## src/rtl/core/dts_pkg.sv

```systemverilog
`default_nettype none

package dts_pkg;

    // Default depth of the queue between the front and back parts (a power of two).
    localparam int QueueDepthDefault = 4;

    // Largest number that may stand before a unit.
    localparam logic [30:0] NumLimit = 31'h7FFF_FFFF;

    // Result status codes.
    typedef enum logic [1:0] {
        ST_OK       = 2'd0,
        ST_INVALID  = 2'd1,
        ST_OVERFLOW = 2'd2
    } t_status;

    // Classes of a character as seen by the back part.
    typedef enum logic [2:0] {
        K_DIGIT,
        K_UNIT,
        K_BLANK,
        K_OWS,
        K_BAD
    } t_kind;

    // Time units.
    typedef enum logic [1:0] {
        U_HOUR,
        U_MIN,
        U_SEC
    } t_unit;

    // One classified character.
    typedef struct packed {
        t_kind       kind;
        t_unit       unit;
        logic [3:0]  digit;
        logic        fin;
    } t_tok;

    // Seconds in one of each unit.
    function automatic logic [11:0] unit_scale(input t_unit u);
        logic [11:0] s;
        unique case (u)
            U_HOUR:  s = 12'd3600;
            U_MIN:   s = 12'd60;
            U_SEC:   s = 12'd1;
            default: s = 12'd1;
        endcase
        return s;
    endfunction

endpackage

`default_nettype wire

```

## src/rtl/core/dts_ifs.sv

```systemverilog
`default_nettype none

// Channel carrying one character of the duration text.
interface dts_in_if;
    logic       valid;
    logic       ready;
    logic [7:0] text_byte;
    logic       final_byte;

    modport source (output valid, output text_byte, output final_byte, input ready);
    modport sink   (input valid, input text_byte, input final_byte, output ready);
endinterface

// Channel carrying one parsed duration.
interface dts_res_if;
    logic        valid;
    logic        ready;
    logic [63:0] total_seconds;
    logic [1:0]  parse_status;

    modport source (output valid, output total_seconds, output parse_status, input ready);
    modport sink   (input valid, input total_seconds, input parse_status, output ready);
endinterface

`default_nettype wire

```

## src/rtl/core/dts_front.sv

```systemverilog
`default_nettype none

module dts_front
    import dts_pkg::*;
(
    dts_in_if.sink  i_txt,
    input  wire     i_full,
    output logic    o_push,
    output t_tok    o_tok
);

    logic [7:0] w_low;

    // A transfer is taken whenever the queue has room.
    assign i_txt.ready = !i_full;
    assign o_push      = i_txt.valid && !i_full;

    // Fold upper-case letters to lower case.
    always_comb begin
        w_low = i_txt.text_byte;
        if (i_txt.text_byte >= 8'h41 && i_txt.text_byte <= 8'h5A) begin
            w_low = i_txt.text_byte + 8'd32;
        end
    end

    // Classify the character.
    always_comb begin
        o_tok.kind  = K_BAD;
        o_tok.unit  = U_SEC;
        o_tok.digit = w_low[3:0];
        o_tok.fin   = i_txt.final_byte;
        priority if (w_low == 8'h20 || w_low == 8'h09) begin
            o_tok.kind = K_BLANK;
        end else if (w_low >= 8'h0A && w_low <= 8'h0D) begin
            o_tok.kind = K_OWS;
        end else if (w_low >= 8'h30 && w_low <= 8'h39) begin
            o_tok.kind = K_DIGIT;
        end else if (w_low == 8'h68) begin
            o_tok.kind = K_UNIT;
            o_tok.unit = U_HOUR;
        end else if (w_low == 8'h6D) begin
            o_tok.kind = K_UNIT;
            o_tok.unit = U_MIN;
        end else if (w_low == 8'h73) begin
            o_tok.kind = K_UNIT;
            o_tok.unit = U_SEC;
        end else begin
            o_tok.kind = K_BAD;
        end
    end

endmodule

`default_nettype wire

```

## src/rtl/core/dts_queue.sv

```systemverilog
`default_nettype none

module dts_queue
    import dts_pkg::*;
#(
    parameter int DEPTH = QueueDepthDefault
)
(
    input  wire   i_clk,
    input  wire   i_rst_n,
    input  wire   i_push,
    input  t_tok  i_data,
    output logic  o_full,
    input  wire   i_pop,
    output logic  o_valid,
    output t_tok  o_data
);

    localparam int PtrW = $clog2(DEPTH);
    localparam int CntW = $clog2(DEPTH + 1);

    t_tok            r_mem [DEPTH];
    logic [PtrW-1:0] r_wr_ptr;
    logic [PtrW-1:0] r_rd_ptr;
    logic [CntW-1:0] r_count;

    assign o_full  = (r_count == CntW'(DEPTH));
    assign o_valid = (r_count != '0);
    assign o_data  = r_mem[r_rd_ptr];

    // Storage; pointers wrap naturally as the depth is a power of two.
    always_ff @(posedge i_clk) begin
        if (i_push) begin
            r_mem[r_wr_ptr] <= i_data;
        end
    end

    // Pointers and fill level.
    always_ff @(posedge i_clk) begin
        if (!i_rst_n) begin
            r_wr_ptr <= '0;
            r_rd_ptr <= '0;
            r_count  <= '0;
        end else begin
            if (i_push) begin
                r_wr_ptr <= r_wr_ptr + 1'b1;
            end
            if (i_pop) begin
                r_rd_ptr <= r_rd_ptr + 1'b1;
            end
            if (i_push && !i_pop) begin
                r_count <= r_count + 1'b1;
            end else if (!i_push && i_pop) begin
                r_count <= r_count - 1'b1;
            end
        end
    end

endmodule

`default_nettype wire

```

## src/rtl/core/dts_back.sv

```systemverilog
`default_nettype none

module dts_back
    import dts_pkg::*;
(
    input  wire       i_clk,
    input  wire       i_rst_n,
    input  wire       i_valid,
    input  t_tok      i_tok,
    output logic      o_pop,
    dts_res_if.source o_res
);

    logic [63:0] r_sum;
    logic [30:0] r_num;
    logic        r_open;
    logic        r_seen;
    logic        r_isp;
    t_status     r_err;
    logic        r_out_valid;
    logic [63:0] r_total;
    t_status     r_status;

    logic [63:0] n_sum;
    logic [30:0] n_num;
    logic        n_open;
    logic        n_seen;
    logic        n_isp;
    t_status     n_err;

    logic [34:0] w_num_ext;
    logic        w_unit_add;
    logic        w_tail_add;
    logic [42:0] w_addend;
    logic [64:0] w_sum_ext;
    t_status     w_err_tok;

    // A final character waits until the result register is free; others go at once.
    assign o_pop = i_valid && (!i_tok.fin || !r_out_valid || o_res.ready);

    assign o_res.valid         = r_out_valid;
    assign o_res.total_seconds = r_total;
    assign o_res.parse_status  = r_status;

    assign w_num_ext = {1'b0, r_num, 3'b000} + {3'b000, r_num, 1'b0} + {31'd0, i_tok.digit};

    // Parser state update for one character.
    always_comb begin
        n_num      = r_num;
        n_open     = r_open;
        n_seen     = r_seen;
        n_isp      = r_isp;
        w_err_tok  = r_err;
        w_unit_add = 1'b0;
        if (r_err == ST_OK) begin
            priority if (i_tok.kind == K_OWS) begin
                if (r_seen) begin
                    n_isp = 1'b1;
                end
            end else if (i_tok.kind == K_BLANK) begin
                n_isp = r_isp;
            end else if (r_isp) begin
                w_err_tok = ST_INVALID;
            end else if (i_tok.kind == K_DIGIT) begin
                n_seen = 1'b1;
                if (w_num_ext > {4'd0, NumLimit}) begin
                    w_err_tok = ST_OVERFLOW;
                end else begin
                    n_num  = w_num_ext[30:0];
                    n_open = 1'b1;
                end
            end else if (i_tok.kind == K_UNIT && r_open) begin
                n_seen     = 1'b1;
                w_unit_add = 1'b1;
                n_num      = '0;
                n_open     = 1'b0;
            end else begin
                n_seen    = 1'b1;
                w_err_tok = ST_INVALID;
            end
        end
    end

    // One scaled add into the running total: a unit, or a trailing number at the end.
    always_comb begin
        n_err      = w_err_tok;
        w_tail_add = i_tok.fin && (w_err_tok == ST_OK) && n_open;
        w_addend   = w_unit_add ? (43'(r_num) * 43'(unit_scale(i_tok.unit))) : 43'(n_num);
        w_sum_ext  = {1'b0, r_sum} + 65'(w_addend);
        n_sum      = r_sum;
        if (w_unit_add || w_tail_add) begin
            if (w_sum_ext[64]) begin
                n_err = ST_OVERFLOW;
            end else begin
                n_sum = w_sum_ext[63:0];
            end
        end
    end

    // Parser state registers; cleared after each final character.
    always_ff @(posedge i_clk) begin
        if (!i_rst_n) begin
            r_sum  <= '0;
            r_num  <= '0;
            r_open <= 1'b0;
            r_seen <= 1'b0;
            r_isp  <= 1'b0;
            r_err  <= ST_OK;
        end else if (o_pop) begin
            if (i_tok.fin) begin
                r_sum  <= '0;
                r_num  <= '0;
                r_open <= 1'b0;
                r_seen <= 1'b0;
                r_isp  <= 1'b0;
                r_err  <= ST_OK;
            end else begin
                r_sum  <= n_sum;
                r_num  <= n_num;
                r_open <= n_open;
                r_seen <= n_seen;
                r_isp  <= n_isp;
                r_err  <= n_err;
            end
        end
    end

    // Result register handshake.
    always_ff @(posedge i_clk) begin
        if (!i_rst_n) begin
            r_out_valid <= 1'b0;
        end else if (o_pop && i_tok.fin) begin
            r_out_valid <= 1'b1;
        end else if (o_res.ready) begin
            r_out_valid <= 1'b0;
        end
    end

    // Result payload; the total reads as zero on any error.
    always_ff @(posedge i_clk) begin
        if (o_pop && i_tok.fin) begin
            r_total  <= (n_err == ST_OK) ? n_sum : 64'd0;
            r_status <= n_err;
        end
    end

endmodule

`default_nettype wire

```

## src/rtl/core/duration_text_to_seconds_top.sv

```systemverilog
`default_nettype none

// Duration text parser. Characters of a text such as "1h 30m 5" arrive one per
// transfer on i_txt, the last one marked by final_byte; one result per text leaves
// on o_res with the total in seconds and a status (ok, invalid, overflow). The block
// takes one character every clock cycle while results are taken: a front stage
// classifies each character into a queue of QUEUE_DEPTH entries (a power of two),
// and a back stage updates the running total for each character (one multiply
// by a unit constant and one 64-bit add). A final character is first written into
// the queue; when the back stage pops it, its result is registered and then
// offered on o_res. A final character waits at the head of the queue only while
// the previous result is still held on o_res; meanwhile the characters behind it
// may still enter the queue until it fills.
module duration_text_to_seconds_top
    import dts_pkg::*;
#(
    parameter int QUEUE_DEPTH = QueueDepthDefault
)
(
    input  wire       i_clk,
    input  wire       i_rst_n,
    dts_in_if.sink    i_txt,
    dts_res_if.source o_res
);

    logic w_full;
    logic w_push;
    t_tok w_push_tok;
    logic w_q_valid;
    t_tok w_q_tok;
    logic w_pop;

    // Front: take and classify characters.
    dts_front u_front (
        .i_txt  (i_txt),
        .i_full (w_full),
        .o_push (w_push),
        .o_tok  (w_push_tok)
    );

    // Queue between classification and evaluation.
    dts_queue #(
        .DEPTH (QUEUE_DEPTH)
    ) u_queue (
        .i_clk   (i_clk),
        .i_rst_n (i_rst_n),
        .i_push  (w_push),
        .i_data  (w_push_tok),
        .o_full  (w_full),
        .i_pop   (w_pop),
        .o_valid (w_q_valid),
        .o_data  (w_q_tok)
    );

    // Back: accumulate seconds and produce the result.
    dts_back u_back (
        .i_clk   (i_clk),
        .i_rst_n (i_rst_n),
        .i_valid (w_q_valid),
        .i_tok   (w_q_tok),
        .o_pop   (w_pop),
        .o_res   (o_res)
    );

endmodule

`default_nettype wire
```

## src/flat_wrapper.sv

```systemverilog
// flat-port wrapper written by rule: the top's interface ports become plain ports
module duration_text_to_seconds_top_flat import dts_pkg::*;
#(
    parameter int QUEUE_DEPTH = QueueDepthDefault
)
  (i_clk, i_rst_n, i_txt_valid, i_txt_text_byte, i_txt_final_byte, i_txt_ready, o_res_valid, o_res_total_seconds, o_res_parse_status, o_res_ready);
  dts_in_if i_txt_i ();
  dts_res_if o_res_i ();
  input  wire i_clk;
  input  wire i_rst_n;
  input wire logic [$bits(i_txt_i.valid)-1:0] i_txt_valid;
  input wire logic [$bits(i_txt_i.text_byte)-1:0] i_txt_text_byte;
  input wire logic [$bits(i_txt_i.final_byte)-1:0] i_txt_final_byte;
  output wire logic [$bits(i_txt_i.ready)-1:0] i_txt_ready;
  output wire logic [$bits(o_res_i.valid)-1:0] o_res_valid;
  output wire logic [$bits(o_res_i.total_seconds)-1:0] o_res_total_seconds;
  output wire logic [$bits(o_res_i.parse_status)-1:0] o_res_parse_status;
  input wire logic [$bits(o_res_i.ready)-1:0] o_res_ready;
  assign i_txt_i.valid = i_txt_valid;
  assign i_txt_i.text_byte = i_txt_text_byte;
  assign i_txt_i.final_byte = i_txt_final_byte;
  assign i_txt_ready = i_txt_i.ready;
  assign o_res_valid = o_res_i.valid;
  assign o_res_total_seconds = o_res_i.total_seconds;
  assign o_res_parse_status = o_res_i.parse_status;
  assign o_res_i.ready = o_res_ready;
  duration_text_to_seconds_top #(.QUEUE_DEPTH(QUEUE_DEPTH)) u_core (.i_clk(i_clk), .i_rst_n(i_rst_n), .i_txt(i_txt_i), .o_res(o_res_i));
endmodule
```

## config.mk

```make
export PLATFORM = sky130hd
export DESIGN_NAME = duration_text_to_seconds_top_flat
export DESIGN_NICKNAME = d
export VERILOG_FILES = /design/src/rtl/core/dts_pkg.sv /design/src/rtl/core/dts_ifs.sv /design/src/rtl/core/dts_front.sv /design/src/rtl/core/dts_queue.sv /design/src/rtl/core/dts_back.sv /design/src/rtl/core/duration_text_to_seconds_top.sv /design/src/flat_wrapper.sv
export SDC_FILE = /design/constraint.sdc
export NUM_CORES = 1
export LEC_CHECK = 0
export BUFFER_PORTS_ARGS = -buffer_cell sky130_fd_sc_hd__buf_2
export CAP_MARGIN = 20
export CORE_MARGIN = 5
export CORE_UTILIZATION = 45
export CTS_BUF_LIST = sky130_fd_sc_hd__clkbuf_4 sky130_fd_sc_hd__clkbuf_8
export DETAILED_ROUTE_END_ITERATION = 10
export GPL_ROUTABILITY_DRIVEN = 1
export GPL_TIMING_DRIVEN = 1
export PLACE_DENSITY_LB_ADDON = 0.08
export REMOVE_ABC_BUFFERS = 1
export SLEW_MARGIN = 20
export SYNTH_ARGS = -nofsm -noshare
export SYNTH_HDL_FRONTEND = slang
export SYNTH_HIERARCHICAL = 1
export SYNTH_SLANG_ARGS = --single-unit
```

## constraint.sdc

```tcl
create_clock -name i_clk -period 10.4 [get_ports i_clk]
set_clock_uncertainty 0.2 [all_clocks]
set_input_delay 0.52 -clock i_clk [delete_from_list [all_inputs] [get_ports i_clk]]
set_output_delay 0.52 -clock i_clk [all_outputs]
set_load 0.005 [all_outputs]
```

==> load_flow_metrics.sql <==
INSERT INTO impl_metrics (metric_group, metric, value, unit) VALUES
('global_routing', 'grt_antenna_before_repair', '1', ''),
('power_and_ir_drop', 'power_frac_clock', '31.2', '%'),
('synth', 'synthFlopType', 'dfxtp_1', ''),
('synth', 'postSynth.asyncResetShare', '0', '%'),
('cells_and_area', 'layoutNonFillerInstCount', '3323', ''),
('sta', 'tightest_slew', '1.08', 'ns'),
('power_and_ir_drop', 'power.net_switching', '1.06', 'mW'),
('synth', 'ys_ff_latch', '216', ''),
('sta', 'hold_violations', '0', ''),
('cells_and_area', 'area_growth_syn_to_layout', '11.0', '%'),
('route', 'wire_per_inst', '19.0', 'um'),
('power_and_ir_drop', 'cellPowerDensity', '115', 'mW/mm2'),
('floorplanning', 'floorplan.core_area', '0.0500', 'mm2'),
('cells_and_area', 'antenna_cells_inserted', '0', ''),
('synth', 'post_synth.cell_area_avg', '9.00', 'um2'),
('floorplanning', 'die-area', '0.0549', 'mm2'),
('cts', 'cts.clk_slew.worst_paths', '0.06', 'ns'),
('cells_and_area', 'layout.cells.most_common', 'inv_1', ''),
('sta', 'grt_setup_unrepaired', 'no', ''),
('setup_path', 'cp.arrival', '10.05', 'ns'),
('cells_and_area', 'regArea', '0.00539', 'mm2'),
('synth', 'ys_seq_area_share', '23.8', '%'),
('power_and_ir_drop', 'intPower', '1.84', 'mW'),
('cts', 'clock_buffers_created_by_tritoncts', '40', ''),
('synth', 'yosys.cell_types.count', '91', ''),
('cts', 'clk-insertion-delay-late', '0.58', 'ns'),
('power_and_ir_drop', 'sw_frac_of_total', '36.5', '%'),
('route', 'drt-total-wl', '63100', 'um'),
('route', 'first_drt_pass_iteration_count', '5', ''),
('setup_path', 'worstSetupStartpointType', 'flip-flop', ''),
('floorplanning', 'num_rows', '82', ''),
('cells_and_area', 'final_net_count', '3078', ''),
('run_status', 'outcome', 'completed', ''),
('synth', 'post_synth_edffs', '106', ''),
('sta', 'finalWorstPathRequiredPeriod', '9.93', 'ns'),
('synth', 'netlist_instances', '2515', ''),
('setup_path', 'critPathMaxStageDelay', '0.55', 'ns'),
('route', 'drt_iter0_markers', '1253', ''),
('setup_path', 'reg2regPathDepth', '39', ''),
('floorplanning', 'floorplan.die.height', '234', 'um'),
('cts', 'ctsLongestPathBuffers', '3', ''),
('setup_path', 'path_type_of_the_worst_setup_path', 'reg2reg', ''),
('power_and_ir_drop', 'leakagePower', '12.2', 'nW'),
('route', 'routed-via-count', '18200', ''),
('global_routing', 'via_count_of_the_first_global_routing_pass', '18600', ''),
('setup_path', 'r2r_setup_slack', '0.47', 'ns'),
('sta', 'final-setup-viol-count', '0', ''),
('cts', 'cts-root-buf', 'clkbuf_8', ''),
('cells_and_area', 'area_of_combinational_cells_with_multiple_inputs', '0.0156', 'mm2'),
('power_and_ir_drop', 'power.share.sequential', '38.2', '%'),
('cts', 'tritoncts_num_sinks', '216', ''),
('global_routing', 'groute.usage.overall', '23.0', '%'),
('floorplanning', 'initial_core_util', '45.3', '%'),
('setup_path', 'crit_top_cell', 'inv_1', ''),
('route', 'final_antenna_net_count', '0', ''),
('power_and_ir_drop', 'ir_drop', '0.000130', 'V'),
('cells_and_area', 'final.fill_count', '4798', ''),
('floorplanning', 'io_pins', '81', ''),
('setup_path', 'setup.worst_path.end_class', 'flip-flop', ''),
('cells_and_area', 'drive_gt1_share', '11.0', '%'),
('sta', 'final_min_period_over_clock_period', '95.5', '%'),
('setup_path', 'worst-path-stages', '39', ''),
('setup_path', 'critPathSlowestCell', 'mux4_2', ''),
('placement', 'placement.io_buffers', '80', ''),
('route', 'routed_vias_inst', '5.49', ''),
('placement', 'hpwlAfterDp', '49300', 'um'),
('setup_path', 'crit_required', '10.52', 'ns'),
('cts', 'h-tree-depth', '2', ''),
('floorplanning', 'die_width', '234', 'um'),
('synth', 'yosys_warnings', '6', ''),
('cts', 'cts_tree', 'yes', '');
==> worst register-to-register path: cells and delay by family (launching register included) <==
family,cells,cell delay (ns)
adders and majority gates,7,2.98
AOI/OAI and AO/OA,12,2.43
and+or+nand+nor,9,1.73
buffers and inverters,8,0.93
muxes,1,0.55
xor gates and xnor gates,2,0.45
DFF,1,0.40
==> flip-flops by register name (all words and copies together) (netlist names), named ones only <==
name,flops
u_core/u_back/r_seen,1
u_core/u_back/o_res.valid,1
u_core/u_back/r_err,2
u_core/u_back/r_open,1
u_core/u_queue/r_rd_ptr,2
u_core/u_back/o_res.total_seconds,64
u_core/u_queue/r_wr_ptr,2
u_core/u_back/r_isp,1
u_core/u_back/r_num,31
u_core/u_queue/r_count,3
u_core/u_back/r_sum,64
u_core/u_back/o_res.parse_status,2
u_core/u_queue/r_mem,40
==> per-stage QoR <==
stage | worst slack, ns | TNS [ns] | power [mW] | hold slack, ns | cell area, um2
after global placement | 0.0915 | 0 | 1.98 | 0.248 | 24100
after global routing | 0.0205 | 0 | 3.05 | 0.0860 | 25100
after floorplan | -0.463 | -19.85 | 1.52 | 0.236 | 22200
after CTS | 0.117 | 0 | 2.90 | 0.0548 | 25000
after detailed placement | 0.168 | 0 | 1.98 | 0.276 | 24100
final | 0.469 | 0 | 2.90 | 0.0891 | 25100
==> power by group through the flow <==
stage               clock network [mW]  registers (mW)  logic, mW
floorplan                            0            1.12      0.403
global route                     0.972            1.12      0.960
finish                           0.904            1.11      0.887
global placement                     0            1.13      0.850
CTS                              0.936            1.11      0.858
detailed placement                   0            1.13      0.856
==> cell families after synthesis <==
group | count (synthesis) | synth area share, %
simple gates | 684 | 15.0
compound gates | 579 | 17.0
buf+inv | 454 | 7.95
fa+ha+maj | 446 | 30.3
flops | 216 | 23.8
xor+xnor | 116 | 4.49
mux | 20 | 1.44
==> final timing paths <==
kind	from	to
hold reg to reg	u_core/u_back/r_seen$_SDFFE_PN0P_	u_core/u_back/r_seen$_SDFFE_PN0P_
setup / recovery	flip-flop	u_core/u_back/o_res.total_seconds[43]$_SDFFCE_PP0P_
hold / removal	o_res_ready	u_core/u_back/o_res.valid$_SDFFE_PN0P_
setup reg to reg	flip-flop	u_core/u_back/o_res.total_seconds[43]$_SDFFCE_PP0P_
==> metal layers <==
layer	track usage, %	wire length [um]	vias to the layer above
met5	0	0	-
met4	5.89	1630	0
met3	2.64	2650	88
met2	38.4	29600	399
met1	32.1	29300	8885
li1	-	-	8867
==> cells in the mapped netlist, types with 5 or more instances <==
| cell type | instances | area (um2) |
|---|---|---|
| o21ai_0 | 106 | 531 |
| ha_1 | 275 | 3440 |
| o2bb2ai_1 | 7 | 61.3 |
| inv_1 | 361 | 1360 |
| o31ai_1 | 12 | 90.1 |
| dfxtp_1 | 110 | 2200 |
| nand2b_1 | 21 | 131 |
| nor3_1 | 39 | 195 |
| a31o_2 | 5 | 43.8 |
| a211oi_1 | 9 | 67.6 |
| a211o_1 | 8 | 70.1 |
| edfxtp_1 | 106 | 3180 |
| o211a_1 | 5 | 50.1 |
| a22o_1 | 55 | 482 |
| mux2i_1 | 10 | 100 |
| or3_1 | 10 | 62.6 |
| a21boi_0 | 6 | 45.0 |
| buf_2 | 16 | 80.1 |
| a22oi_1 | 19 | 143 |
| fa_1 | 171 | 3420 |
| a41oi_1 | 6 | 52.6 |
| nor2_1 | 128 | 480 |
| a221o_1 | 6 | 60.1 |
| nand4_1 | 28 | 175 |
| o311ai_0 | 5 | 43.8 |
| a21o_1 | 62 | 465 |
| and2_1 | 77 | 482 |
| o211ai_1 | 11 | 82.6 |
| nand3_1 | 39 | 195 |
| nand2_1 | 222 | 833 |
| and3_1 | 18 | 113 |
| buf_4 | 12 | 90.1 |
| nor2b_1 | 53 | 332 |
| nor4_1 | 9 | 56.3 |
| o21a_1 | 19 | 143 |
| xnor2_1 | 66 | 578 |
| xor2_1 | 50 | 438 |
| o21bai_1 | 17 | 128 |
| a21oi_1 | 159 | 796 |
| nor3b_1 | 7 | 52.6 |
| mux4_2 | 10 | 225 |
| clkbuf_1 | 58 | 218 |
| a31oi_1 | 19 | 119 |
==> cell type report <==
type	count	area share, %
well taps	672	3.35
multi-input cells	1845	62.0
repair buffers	155	4.39
clock buffers	59	2.96
flip-flops and latches	216	21.4
clock inverters	15	0.518
inverters	361	5.39
==> what timing repair did <==
action,4_1_cts,5_1_grt
gates resized for setup,0,32
setup buffers,0,1
setup endpoints to repair,0,130
endpoints found under the hold margin,4,0
hold buffers,1,0
No activity file was read; power rests on OpenSTA's default activity.
